[config.mk]
export PLATFORM = sky130hd
export DESIGN_NAME = high_low_job_dp_traceback
export DESIGN_NICKNAME = d
export VERILOG_FILES = /design/src/design/hlj_pkg.sv /design/src/design/hlj_forward.sv /design/src/design/hlj_trace.sv /design/src/design/high_low_job_dp_traceback.sv
export SDC_FILE = /design/constraint.sdc
export NUM_CORES = 1
export LEC_CHECK = 0
export BUFFER_PORTS_ARGS = -buffer_cell sky130_fd_sc_hd__buf_2
export CAP_MARGIN = 25
export CORE_AREA = 3 3 224 226
export DETAILED_ROUTE_END_ITERATION = 12
export DIE_AREA = 0 0 227 229
export SLEW_MARGIN = 20
export SYNTH_ARGS = -nofsm -noshare
export SYNTH_HDL_FRONTEND = slang
export SYNTH_SLANG_ARGS = --single-unit
[constraint.sdc]
create_clock -name clock -period 22.3 [get_ports clock]
set_clock_uncertainty 0.15 [all_clocks]
set_input_delay 2.23 -clock clock [delete_from_list [all_inputs] [get_ports clock]]
set_output_delay 2.23 -clock clock [all_outputs]
set_load 0.02 [all_outputs]
[src/design/hlj_pkg.sv]
package hlj_pkg;

   // Capacity and field widths
   localparam int MAX_WEEKS   = 64;
   localparam int PAYOFF_BITS = 16;
   localparam int TOTAL_BITS  = 22;
   localparam int WEEK_BITS   = 6;
   localparam int COUNT_BITS  = 7;

   localparam logic [TOTAL_BITS-1:0] TOTAL_MAX = {TOTAL_BITS{1'b1}};

   typedef logic [TOTAL_BITS-1:0]  total_type;
   typedef logic [PAYOFF_BITS-1:0] payoff_type;
   typedef logic [WEEK_BITS-1:0]   week_type;
   typedef logic [COUNT_BITS-1:0]  count_type;

   // Per-week decision codes
   typedef enum logic [1:0] {
      CODE_LOW  = 2'd0,
      CODE_HIGH = 2'd1,
      CODE_NONE = 2'd2
   } code_type;

   // Running totals of the forward pass
   typedef struct packed {
      total_type low;
      total_type high;
      total_type none;
      count_type count;
      logic      overflow;
   } totals_type;

   // Write into the choice memory
   typedef struct packed {
      logic     en;
      week_type addr;
      code_type code;
   } choice_wr_type;

   typedef struct packed {
      total_type value;
      code_type  code;
   } best_type;

   // Largest of three totals; low wins ties, then high, then none
   function automatic best_type pick_best(input total_type lo, input total_type hi,
                                          input total_type no);
      best_type b;
      b.value = lo;
      b.code  = CODE_LOW;
      if (hi > b.value) begin
         b.value = hi;
         b.code  = CODE_HIGH;
      end
      if (no > b.value) begin
         b.value = no;
         b.code  = CODE_NONE;
      end
      return b;
   endfunction

   // Add a payoff to a total, saturating at the top of the total range
   function automatic total_type sat_add(input total_type a, input payoff_type b);
      logic [TOTAL_BITS:0] sum;
      sum = {1'b0, a} + (TOTAL_BITS+1)'(b);
      return sum[TOTAL_BITS] ? TOTAL_MAX : sum[TOTAL_BITS-1:0];
   endfunction

endpackage

[src/design/hlj_forward.sv]
module hlj_forward (
   input  logic                   clock,
   input  logic                   reset,
   input  logic                   accept,
   input  hlj_pkg::payoff_type    low_payoff,
   input  hlj_pkg::payoff_type    high_payoff,
   input  logic                   clear,
   output hlj_pkg::totals_type    totals,
   output hlj_pkg::choice_wr_type choice_wr
);

   hlj_pkg::total_type low_ff, low_in;
   hlj_pkg::total_type high_ff, high_in;
   hlj_pkg::total_type none_ff, none_in;
   hlj_pkg::count_type count_ff, count_in;
   logic               overflow_ff, overflow_in;
   hlj_pkg::best_type  prev;
   logic               full;

   assign prev = hlj_pkg::pick_best(low_ff, high_ff, none_ff);
   assign full = (count_ff >= hlj_pkg::COUNT_BITS'(hlj_pkg::MAX_WEEKS));

   // Clear the totals, or advance the three totals by one week
   always_comb begin
      low_in      = low_ff;
      high_in     = high_ff;
      none_in     = none_ff;
      count_in    = count_ff;
      overflow_in = overflow_ff;
      choice_wr.en   = 1'b0;
      choice_wr.addr = count_ff[hlj_pkg::WEEK_BITS-1:0];
      choice_wr.code = prev.code;
      if (clear) begin
         low_in      = '0;
         high_in     = '0;
         none_in     = '0;
         count_in    = '0;
         overflow_in = 1'b0;
      end else if (accept) begin
         priority if (full) begin
            overflow_in = 1'b1;
         end else if (count_ff == '0) begin
            low_in         = hlj_pkg::sat_add('0, low_payoff);
            high_in        = hlj_pkg::sat_add('0, high_payoff);
            none_in        = '0;
            count_in       = hlj_pkg::COUNT_BITS'(1);
            choice_wr.en   = 1'b1;
            choice_wr.code = hlj_pkg::CODE_NONE;
         end else begin
            low_in       = hlj_pkg::sat_add(prev.value, low_payoff);
            high_in      = hlj_pkg::sat_add(none_ff, high_payoff);
            none_in      = prev.value;
            count_in     = count_ff + hlj_pkg::COUNT_BITS'(1);
            choice_wr.en = 1'b1;
         end
      end
   end

   always_ff @(posedge clock) begin
      if (reset) begin
         low_ff      <= '0;
         high_ff     <= '0;
         none_ff     <= '0;
         count_ff    <= '0;
         overflow_ff <= 1'b0;
      end else begin
         low_ff      <= low_in;
         high_ff     <= high_in;
         none_ff     <= none_in;
         count_ff    <= count_in;
         overflow_ff <= overflow_in;
      end
   end

   assign totals.low      = low_ff;
   assign totals.high     = high_ff;
   assign totals.none     = none_ff;
   assign totals.count    = count_ff;
   assign totals.overflow = overflow_ff;

endmodule

[src/design/hlj_trace.sv]
module hlj_trace (
   input  logic                   clock,
   input  logic                   reset,
   input  logic                   start,
   input  hlj_pkg::totals_type    totals,
   input  hlj_pkg::choice_wr_type choice_wr,
   output logic                   clear,
   output logic                   busy,
   output logic                   rsp_tvalid,
   input  logic                   rsp_tready,
   output logic [31:0]            rsp_tdata,   // week_index, decision, best_total, truncated
   output logic                   rsp_tlast    // last_of_run
);

   typedef enum logic [1:0] {
      IDLE,
      PRIME,
      RUN
   } state_type;

   state_type          state_ff;
   hlj_pkg::week_type  pos_ff;
   hlj_pkg::code_type  choice_ff;
   hlj_pkg::total_type best_ff;
   logic               trunc_ff;

   logic               out_valid_ff;
   hlj_pkg::week_type  out_week_ff;
   hlj_pkg::code_type  out_code_ff;
   hlj_pkg::total_type out_best_ff;
   logic               out_last_ff;
   logic               out_trunc_ff;

   hlj_pkg::code_type  choice_mem [hlj_pkg::MAX_WEEKS];
   hlj_pkg::code_type  rd_data_ff;
   hlj_pkg::week_type  rd_addr;

   hlj_pkg::best_type  final_best;
   logic               slot_free;
   logic               emit;

   assign final_best = hlj_pkg::pick_best(totals.low, totals.high, totals.none);
   assign slot_free  = !out_valid_ff || rsp_tready;
   assign emit       = (state_ff == RUN) && slot_free;
   assign clear      = (state_ff == PRIME);
   assign busy       = (state_ff != IDLE);

   // Read ahead: the entry of the next week once the current one goes out
   always_comb begin
      unique case (state_ff)
         PRIME:   rd_addr = hlj_pkg::WEEK_BITS'(totals.count - hlj_pkg::COUNT_BITS'(1));
         RUN:     rd_addr = emit ? (pos_ff - hlj_pkg::WEEK_BITS'(1)) : pos_ff;
         default: rd_addr = pos_ff;
      endcase
   end

   // Choice memory: one write port from the forward pass, one registered read
   always_ff @(posedge clock) begin
      if (choice_wr.en) begin
         choice_mem[choice_wr.addr] <= choice_wr.code;
      end
      rd_data_ff <= choice_mem[rd_addr];
   end

   // Sequencer and output register
   always_ff @(posedge clock) begin
      if (reset) begin
         state_ff     <= IDLE;
         out_valid_ff <= 1'b0;
         pos_ff       <= '0;
         choice_ff    <= hlj_pkg::CODE_LOW;
      end else begin
         // Load a new transfer or drop the taken one
         if (emit) begin
            out_valid_ff <= 1'b1;
         end else if (rsp_tready) begin
            out_valid_ff <= 1'b0;
         end
         unique case (state_ff)
            IDLE: begin
               if (start) begin
                  state_ff <= PRIME;
               end
            end
            PRIME: begin
               pos_ff    <= hlj_pkg::WEEK_BITS'(totals.count - hlj_pkg::COUNT_BITS'(1));
               choice_ff <= final_best.code;
               best_ff   <= final_best.value;
               trunc_ff  <= totals.overflow;
               state_ff  <= RUN;
            end
            RUN: begin
               if (emit) begin
                  out_week_ff  <= pos_ff;
                  out_code_ff  <= choice_ff;
                  out_best_ff  <= best_ff;
                  out_last_ff  <= (pos_ff == '0);
                  out_trunc_ff <= trunc_ff;
                  if (pos_ff == '0) begin
                     state_ff <= IDLE;
                  end else begin
                     pos_ff    <= pos_ff - hlj_pkg::WEEK_BITS'(1);
                     choice_ff <= (choice_ff == hlj_pkg::CODE_HIGH) ? hlj_pkg::CODE_NONE
                                                                    : rd_data_ff;
                  end
               end
            end
            default: state_ff <= IDLE;
         endcase
      end
   end

   assign rsp_tvalid = out_valid_ff;
   assign rsp_tlast  = out_last_ff;
   assign rsp_tdata  = {1'b0, out_trunc_ff, out_best_ff, out_code_ff, out_week_ff};

endmodule

[src/design/high_low_job_dp_traceback.sv]
// High/low job planner with traceback.
//
// Input channel (req_): one transfer per week carries the low-stress and
// high-stress payoffs; req_tlast marks the final week of a plan. Weeks after
// the 64th are dropped and flag the run as truncated.
// Result channel (rsp_): after the final week, one transfer per stored week,
// from the last week down to week 0. Each gives the week index, its decision
// (0 low, 1 high, 2 none), the plan's best total and the truncated flag;
// rsp_tlast is set on the week 0 transfer.
//
// Timing: a non-final week is taken at once and gives no result. After the
// final week, the PRIME state picks the best total and starts the first read
// of the choice memory; then results follow one per cycle while the receiver
// keeps up, set by the single read port of that memory. The input is held off
// (req_tready low) from the final week until the last result has entered the
// output register. A stalled receiver freezes the traceback; the output
// register holds its transfer until taken.
// Reset clears totals, week count and sequencer; the choice memory needs no
// clearing, since only weeks written in the same run are read.
module high_low_job_dp_traceback (
   input  logic        clock,
   input  logic        reset,
   input  logic        req_tvalid,
   output logic        req_tready,
   input  logic [31:0] req_tdata,   // low_payoff, high_payoff
   input  logic        req_tlast,   // last_week
   output logic        rsp_tvalid,
   input  logic        rsp_tready,
   output logic [31:0] rsp_tdata,   // week_index, decision, best_total, truncated
   output logic        rsp_tlast    // last_of_run
);

   logic                   busy;
   logic                   clear;
   logic                   req_xfer;
   hlj_pkg::totals_type    totals;
   hlj_pkg::choice_wr_type choice_wr;

   // Accept a week only while no traceback is in flight
   assign req_tready = !busy;
   assign req_xfer   = req_tvalid && !busy;

   hlj_forward u_forward (
      .clock       (clock),
      .reset       (reset),
      .accept      (req_xfer),
      .low_payoff  (req_tdata[15:0]),
      .high_payoff (req_tdata[31:16]),
      .clear       (clear),
      .totals      (totals),
      .choice_wr   (choice_wr)
   );

   hlj_trace u_trace (
      .clock      (clock),
      .reset      (reset),
      .start      (req_xfer && req_tlast),
      .totals     (totals),
      .choice_wr  (choice_wr),
      .clear      (clear),
      .busy       (busy),
      .rsp_tvalid (rsp_tvalid),
      .rsp_tready (rsp_tready),
      .rsp_tdata  (rsp_tdata),
      .rsp_tlast  (rsp_tlast)
   );

endmodule

# Word level (Yosys, flattened, before mapping)
# Memory sizes are Yosys's and may differ from the RTL's. A register that Yosys moved wholly into a read port is not among the register bits.
# Cells that the tools add are included.
# word_totals
ff_bits	140
output_inout_bits	35
word_cells	85
romBits	0
memories	1
ramBits	128
in_bits	37
latchBits	0
# mem_list
memory	words	width	read_ports	rd_clocked_by_memory_dff	wr	line_no	source
u_trace.choice_mem	64	2	1	1	1	hlj_trace.sv:34	hlj_pkg::code_type choice_mem [hlj_pkg::MAX_WEEKS];
# op_classes
multipliers	0
addsub	5
bitwise_logic	2
eq_ne	7
n_reduce_logical	19
n_shift	0
order_cmp	3
muxes	32
div	0
# ops
cell	count
$mux 22	5
$mux 24	2
$add 22x16->23	2
$gt 22x22->1	2
$pmux 6 s2	2
$mux 2	10
$mux 6	3
$sub 6x1->6 const B	2
$reduce_and 3->1	3
$add 7x1->7 const B	1
$ge 7x7->1 const B	1
$logic_not 7->1	1
$mux 1	7
$mux 7	1
$logic_not 6->1	1
$pmux 2 s3	1
$reduce_and 2->1	3
$reduce_bool 2->1	3
$eq 2x1->1 const B	2
$ne 2x1->1 const B	2
$ne 2x2->1 const B	2
$pmux 2 s2	1
$logic_and 1x1->1	3
$eq 2x2->1 const B	1
other kinds (5)	7

# Logic depth before layout (Yosys ltp)
# depth
ltp_word	8
mapped_depth	31
ltp_nobuf	27

# By module
# From an unflattened synthesis, not the netlist that was laid out.
# unflattened
hier_cells	1678
area_unflattened_um2	16473.3
# modules_own_cells
mod	instances	cells_each	area_each_um2
hlj_trace	1	880	10209.8
hlj_forward	1	795	6244.7
high_low_job_dp_traceback	1	3	18.8

# Worst setup path after synthesis
# No wires, ideal clock.
# synth_path
path_kind	register -> register
startpoint	register u_forward.low_ff[9]
endpoint	memory u_trace.choice_mem[0][0] (netlist bit), data pin
n_path_buf	5
required_time_ns	21.651
stages_incl_launch_ff	21
period_less_slack_ns	8.842
setup_ns	0.499
path_slack_ns	13.458
t_arrival_ns	8.193
path_cell_list	dfxtp_1 inv_1 ha_1 a21oi_1 o21ai_1 a221o_1 o31ai_4 clkbuf_1 buf_1 mux2i_1 ha_1 a21o_1 a211o_1 o21ai_1 a21oi_1 o31ai_1 clkbuf_1 clkbuf_1 clkbuf_1 o21ai_0 nor2_1
# synth_rtl
element	line_no	source
start, declared	hlj_forward.sv:12	hlj_pkg::total_type low_ff, low_in;
start signal, assigned	hlj_forward.sv:67	low_ff <= low_in;
end, declared	hlj_trace.sv:34	

==> metrics <==
Post-synth EDFFs=183; Hold Vio Cnt, Final=0; outcome=finished, final reports clean; Routed WL=37400 microns; unrepaired setup endpoints after global routing=no; antenna-violating nets left=0; drt wl/cell=18.9 microns; Chip Height=229 microns; #FFs+latches synth=270; Slew HR=0.334; WL met1=17200 microns; Synth cell types=63; initial antenna violation count=3; CTS sink cnt=270; Synth area leaders=edfxtp_1, dfxtp_1, ha_1; Max clock buf depth=3; Die X=227 microns; hold path depth=0; setup slack, reg-to-reg=14.58 ns; DRC Markers=0; Syn Std Cell Area=13900 sq um; routed via count=10100; hold buffer count at cts=0; largest net degree at the start of global routing=66; final layout net count=1449; setup_tns=0 ns; number of max-cap violations=0; Area growth, synth to finish=14.7%; IO Port Bufs=70; number of global-route vias before repair=10200; Clock transition at path regs=0.07 ns; Post-CTS Resized=0; CTS tree=done; max frequency=0.130 GHz; worst hold path class=flop to flop; multi-input logic area=6340 sq um; H-tree depth=1; CP Class=flop to flop; WL met2=17000 microns; met3 wire len=2280 microns; fillers=4807; Setup crit start kind=flop; core box area=48500 sq um; vias per cell=5.12; crit-path max FO=48; worst-skew pair later-pin latency=0.57 ns; # IOs=72; Starting Density=0.287; Mean Syn Cell Area=11.0 sq um; fin. max-slew vios=0; Post-CTS Repair Setup Buffers=0; FF-to-FF Start=u_forward.low_ff[9]$_SDFFE_PP0P_; fin crit period=7.72 ns; Num CTS Buffers=29; RR Endpoint=u_forward.low_ff[7]$_SDFFE_PP0P_; share of cells above drive strength 1=0.138; CP Data Arrival Time=8.04 ns; Synth Flop Type=edfxtp_1; FFs w/ async S/R, synth=0; post-synth top area share=0.395; Synth area leader=edfxtp_1; CTS Root Cell=clkbuf_16; drt pass-1 iters=5; Synth Warn #=0; row count=81; first-pass GRT wire length=58500 microns; sequential area share after synthesis=0.520; HPWL after DPL=26000 microns; Min-Delay Endpoint=u_trace.out_best_ff[16]$_DFFE_PP_; GR Overflow Total=0; Final Cycle Share=0.346; Syn Inst Count=1266; Die Footprint=52000 sq um; Syn Nets=1388; drt first-iter violations=901; top sig layer=met5; total track usage=0.143; CP required=22.62 ns; hold_sp=u_trace.best_ff[16]$_DFFE_PP_; final setup fails=0; Slew @ Worst Pin=0.996 ns; Sequential Area=7240 sq um; Placer Congestion=0.906; reg2reg path depth=27; Worst setup EP type=flop
## synth_stat cells, types with 3 or more instances
cell type	instances
o21ai_0	51
a22o_1	4
clkbuf_1	45
mux2i_1	58
xnor2_1	21
o21bai_1	3
nor3_1	34
a21o_1	11
a211oi_1	12
o21a_1	10
o211ai_1	6
a211o_1	4
o221ai_1	8
nor2_1	171
and2_1	4
xor2_1	16
nand3_1	27
nand2b_1	15
a21oi_1	82
mux2_2	4
ha_1	83
a22oi_1	30
or3_1	4
dfxtp_1	87
and3_1	7
nand4_1	7
nor3b_1	3
edfxtp_1	183
a21boi_0	6
o22ai_1	5
inv_1	48
nor2b_1	8
or2_2	3
o31ai_1	9
buf_1	8
nor4_1	4
nand2_1	103
o21ai_1	19
mux4_2	32
## placed cells by master (no fill, tap or decap), drive strengths merged, types with 11 or more instances in the layout
cell type / Yosys / final
clkinv: 0 / 15
clkbuf: 45 / 34
mux2i: 58 / 58
mux4: 32 / 32
a211oi: 12 / 12
a21o: 11 / 11
xnor2: 21 / 21
nand2: 103 / 103
ha: 83 / 83
o21ai: 70 / 70
edfxtp: 183 / 183
nor2: 171 / 171
xor2: 16 / 16
nand3: 27 / 27
dfxtp: 87 / 87
nand2b: 15 / 15
buf: 11 / 86
nor3: 34 / 34
a22oi: 30 / 30
inv: 48 / 50
a21oi: 82 / 82
## routing by layer
layer  vias up  global-route usage
met1      4941               0.199
met2       298               0.228
li1       4805                   -
met3        56              0.0232
met4         6              0.0410
met5         -                   0
## worst max-delay path: stages, from the launching register on
cell	delay [ns]
dfxtp_1	0.37
inv_1	0.06
ha_1	0.30
a21oi_1	0.15
o21ai_1	0.11
a221o_1	0.39
o31ai_4	0.47
buf_4	0.43
mux2_2	0.40
inv_1	0.06
ha_1	0.16
nand3_1	0.11
or4_1	0.57
nand2b_1	0.21
o31ai_4	0.10
buf_4	0.54
a21oi_1	0.22
ha_1	0.43
o211ai_1	0.11
a21oi_1	0.33
o41ai_1	0.18
a21oi_1	0.21
o21a_1	0.13
nor2_1	0.10
a2111oi_4	0.71
buf_4	0.32
nor3_1	0.08
a2111oi_2	0.20
## stage by stage
stage,area [sq um],util,std cells,hold WS [ns],setup WS [ns]
after global routing,16000,0.329,1972,0.275,14.14
after detailed placement,15000,0.309,1917,0.256,14.68
final,16000,0.329,1973,0.268,14.58
after CTS,15900,0.328,1971,0.269,14.68
after floorplan,13900,-,1266,0.250,13.46
after global placement,15000,0.309,1916,0.253,14.55
## flip-flops by register name, indices dropped and copies added (netlist names)
| register | cells |
|---|---|
| u_forward.none_ff | 22 |
| u_trace.state_ff | 2 |
| u_trace.choice_ff | 2 |
| u_forward.high_ff | 22 |
| u_trace.choice_mem | 128 |
| u_trace.out_trunc_ff | 1 |
| u_forward.low_ff | 22 |
| u_trace.out_code_ff | 2 |
| u_trace.trunc_ff | 1 |
| u_trace.out_week_ff | 6 |
| u_trace.rd_data_ff | 2 |
| u_trace.rsp_tlast | 1 |
| u_trace.pos_ff | 6 |
| u_forward.overflow_ff | 1 |
| u_trace.best_ff | 22 |
| u_trace.rsp_tvalid | 1 |
| u_trace.out_best_ff | 22 |
| u_forward.count_ff | 7 |
## worst max-delay path by stage
stage | startpoint | endpoint | slack (ns)
2_1_floorplan | u_forward.low_ff[9]$_SDFFE_PP0P_ | u_trace.choice_mem[0][0]$_DFFE_PP_ | 13.46
3_3_place_gp | u_forward.low_ff[9]$_SDFFE_PP0P_ | u_forward.low_ff[7]$_SDFFE_PP0P_ | 14.55
3_5_place_dp | u_forward.low_ff[9]$_SDFFE_PP0P_ | u_forward.low_ff[7]$_SDFFE_PP0P_ | 14.68
4_1_cts | u_forward.low_ff[9]$_SDFFE_PP0P_ | u_forward.low_ff[10]$_SDFFE_PP0P_ | 14.68
5_1_grt | u_forward.low_ff[19]$_SDFFE_PP0P_ | u_forward.low_ff[7]$_SDFFE_PP0P_ | 14.14
6_report | u_forward.low_ff[9]$_SDFFE_PP0P_ | u_forward.low_ff[7]$_SDFFE_PP0P_ | 14.58
## cells by family (layout without fill, tap and decap cells)
kind of cell,count (synthesis),count (layout),share of synthesized area
and+or+nand+nor,397,397,0.125
AOI/OAI and AO/OA,278,278,0.128
DFF,270,270,0.520
buffers and inverters,104,188,0.0291
muxes,94,94,0.0967
adders and majority gates,85,85,0.0775
xor gates and xnor gates,37,37,0.0233
other,1,2,0.000269
## layout make-up
type	instances	area share
clock inverters	20	0.0115
flip-flops and latches	270	0.453
inverters	48	0.0113
well taps	622	0.0488
repair buffers	86	0.0303
diodes	1	0.000157
multi-input cells	892	0.397
clock buffers	34	0.0473
Power is left out: the tool's default activity adds up to more than one toggle a clock period on the data nets, which glitch-free logic cannot reach.
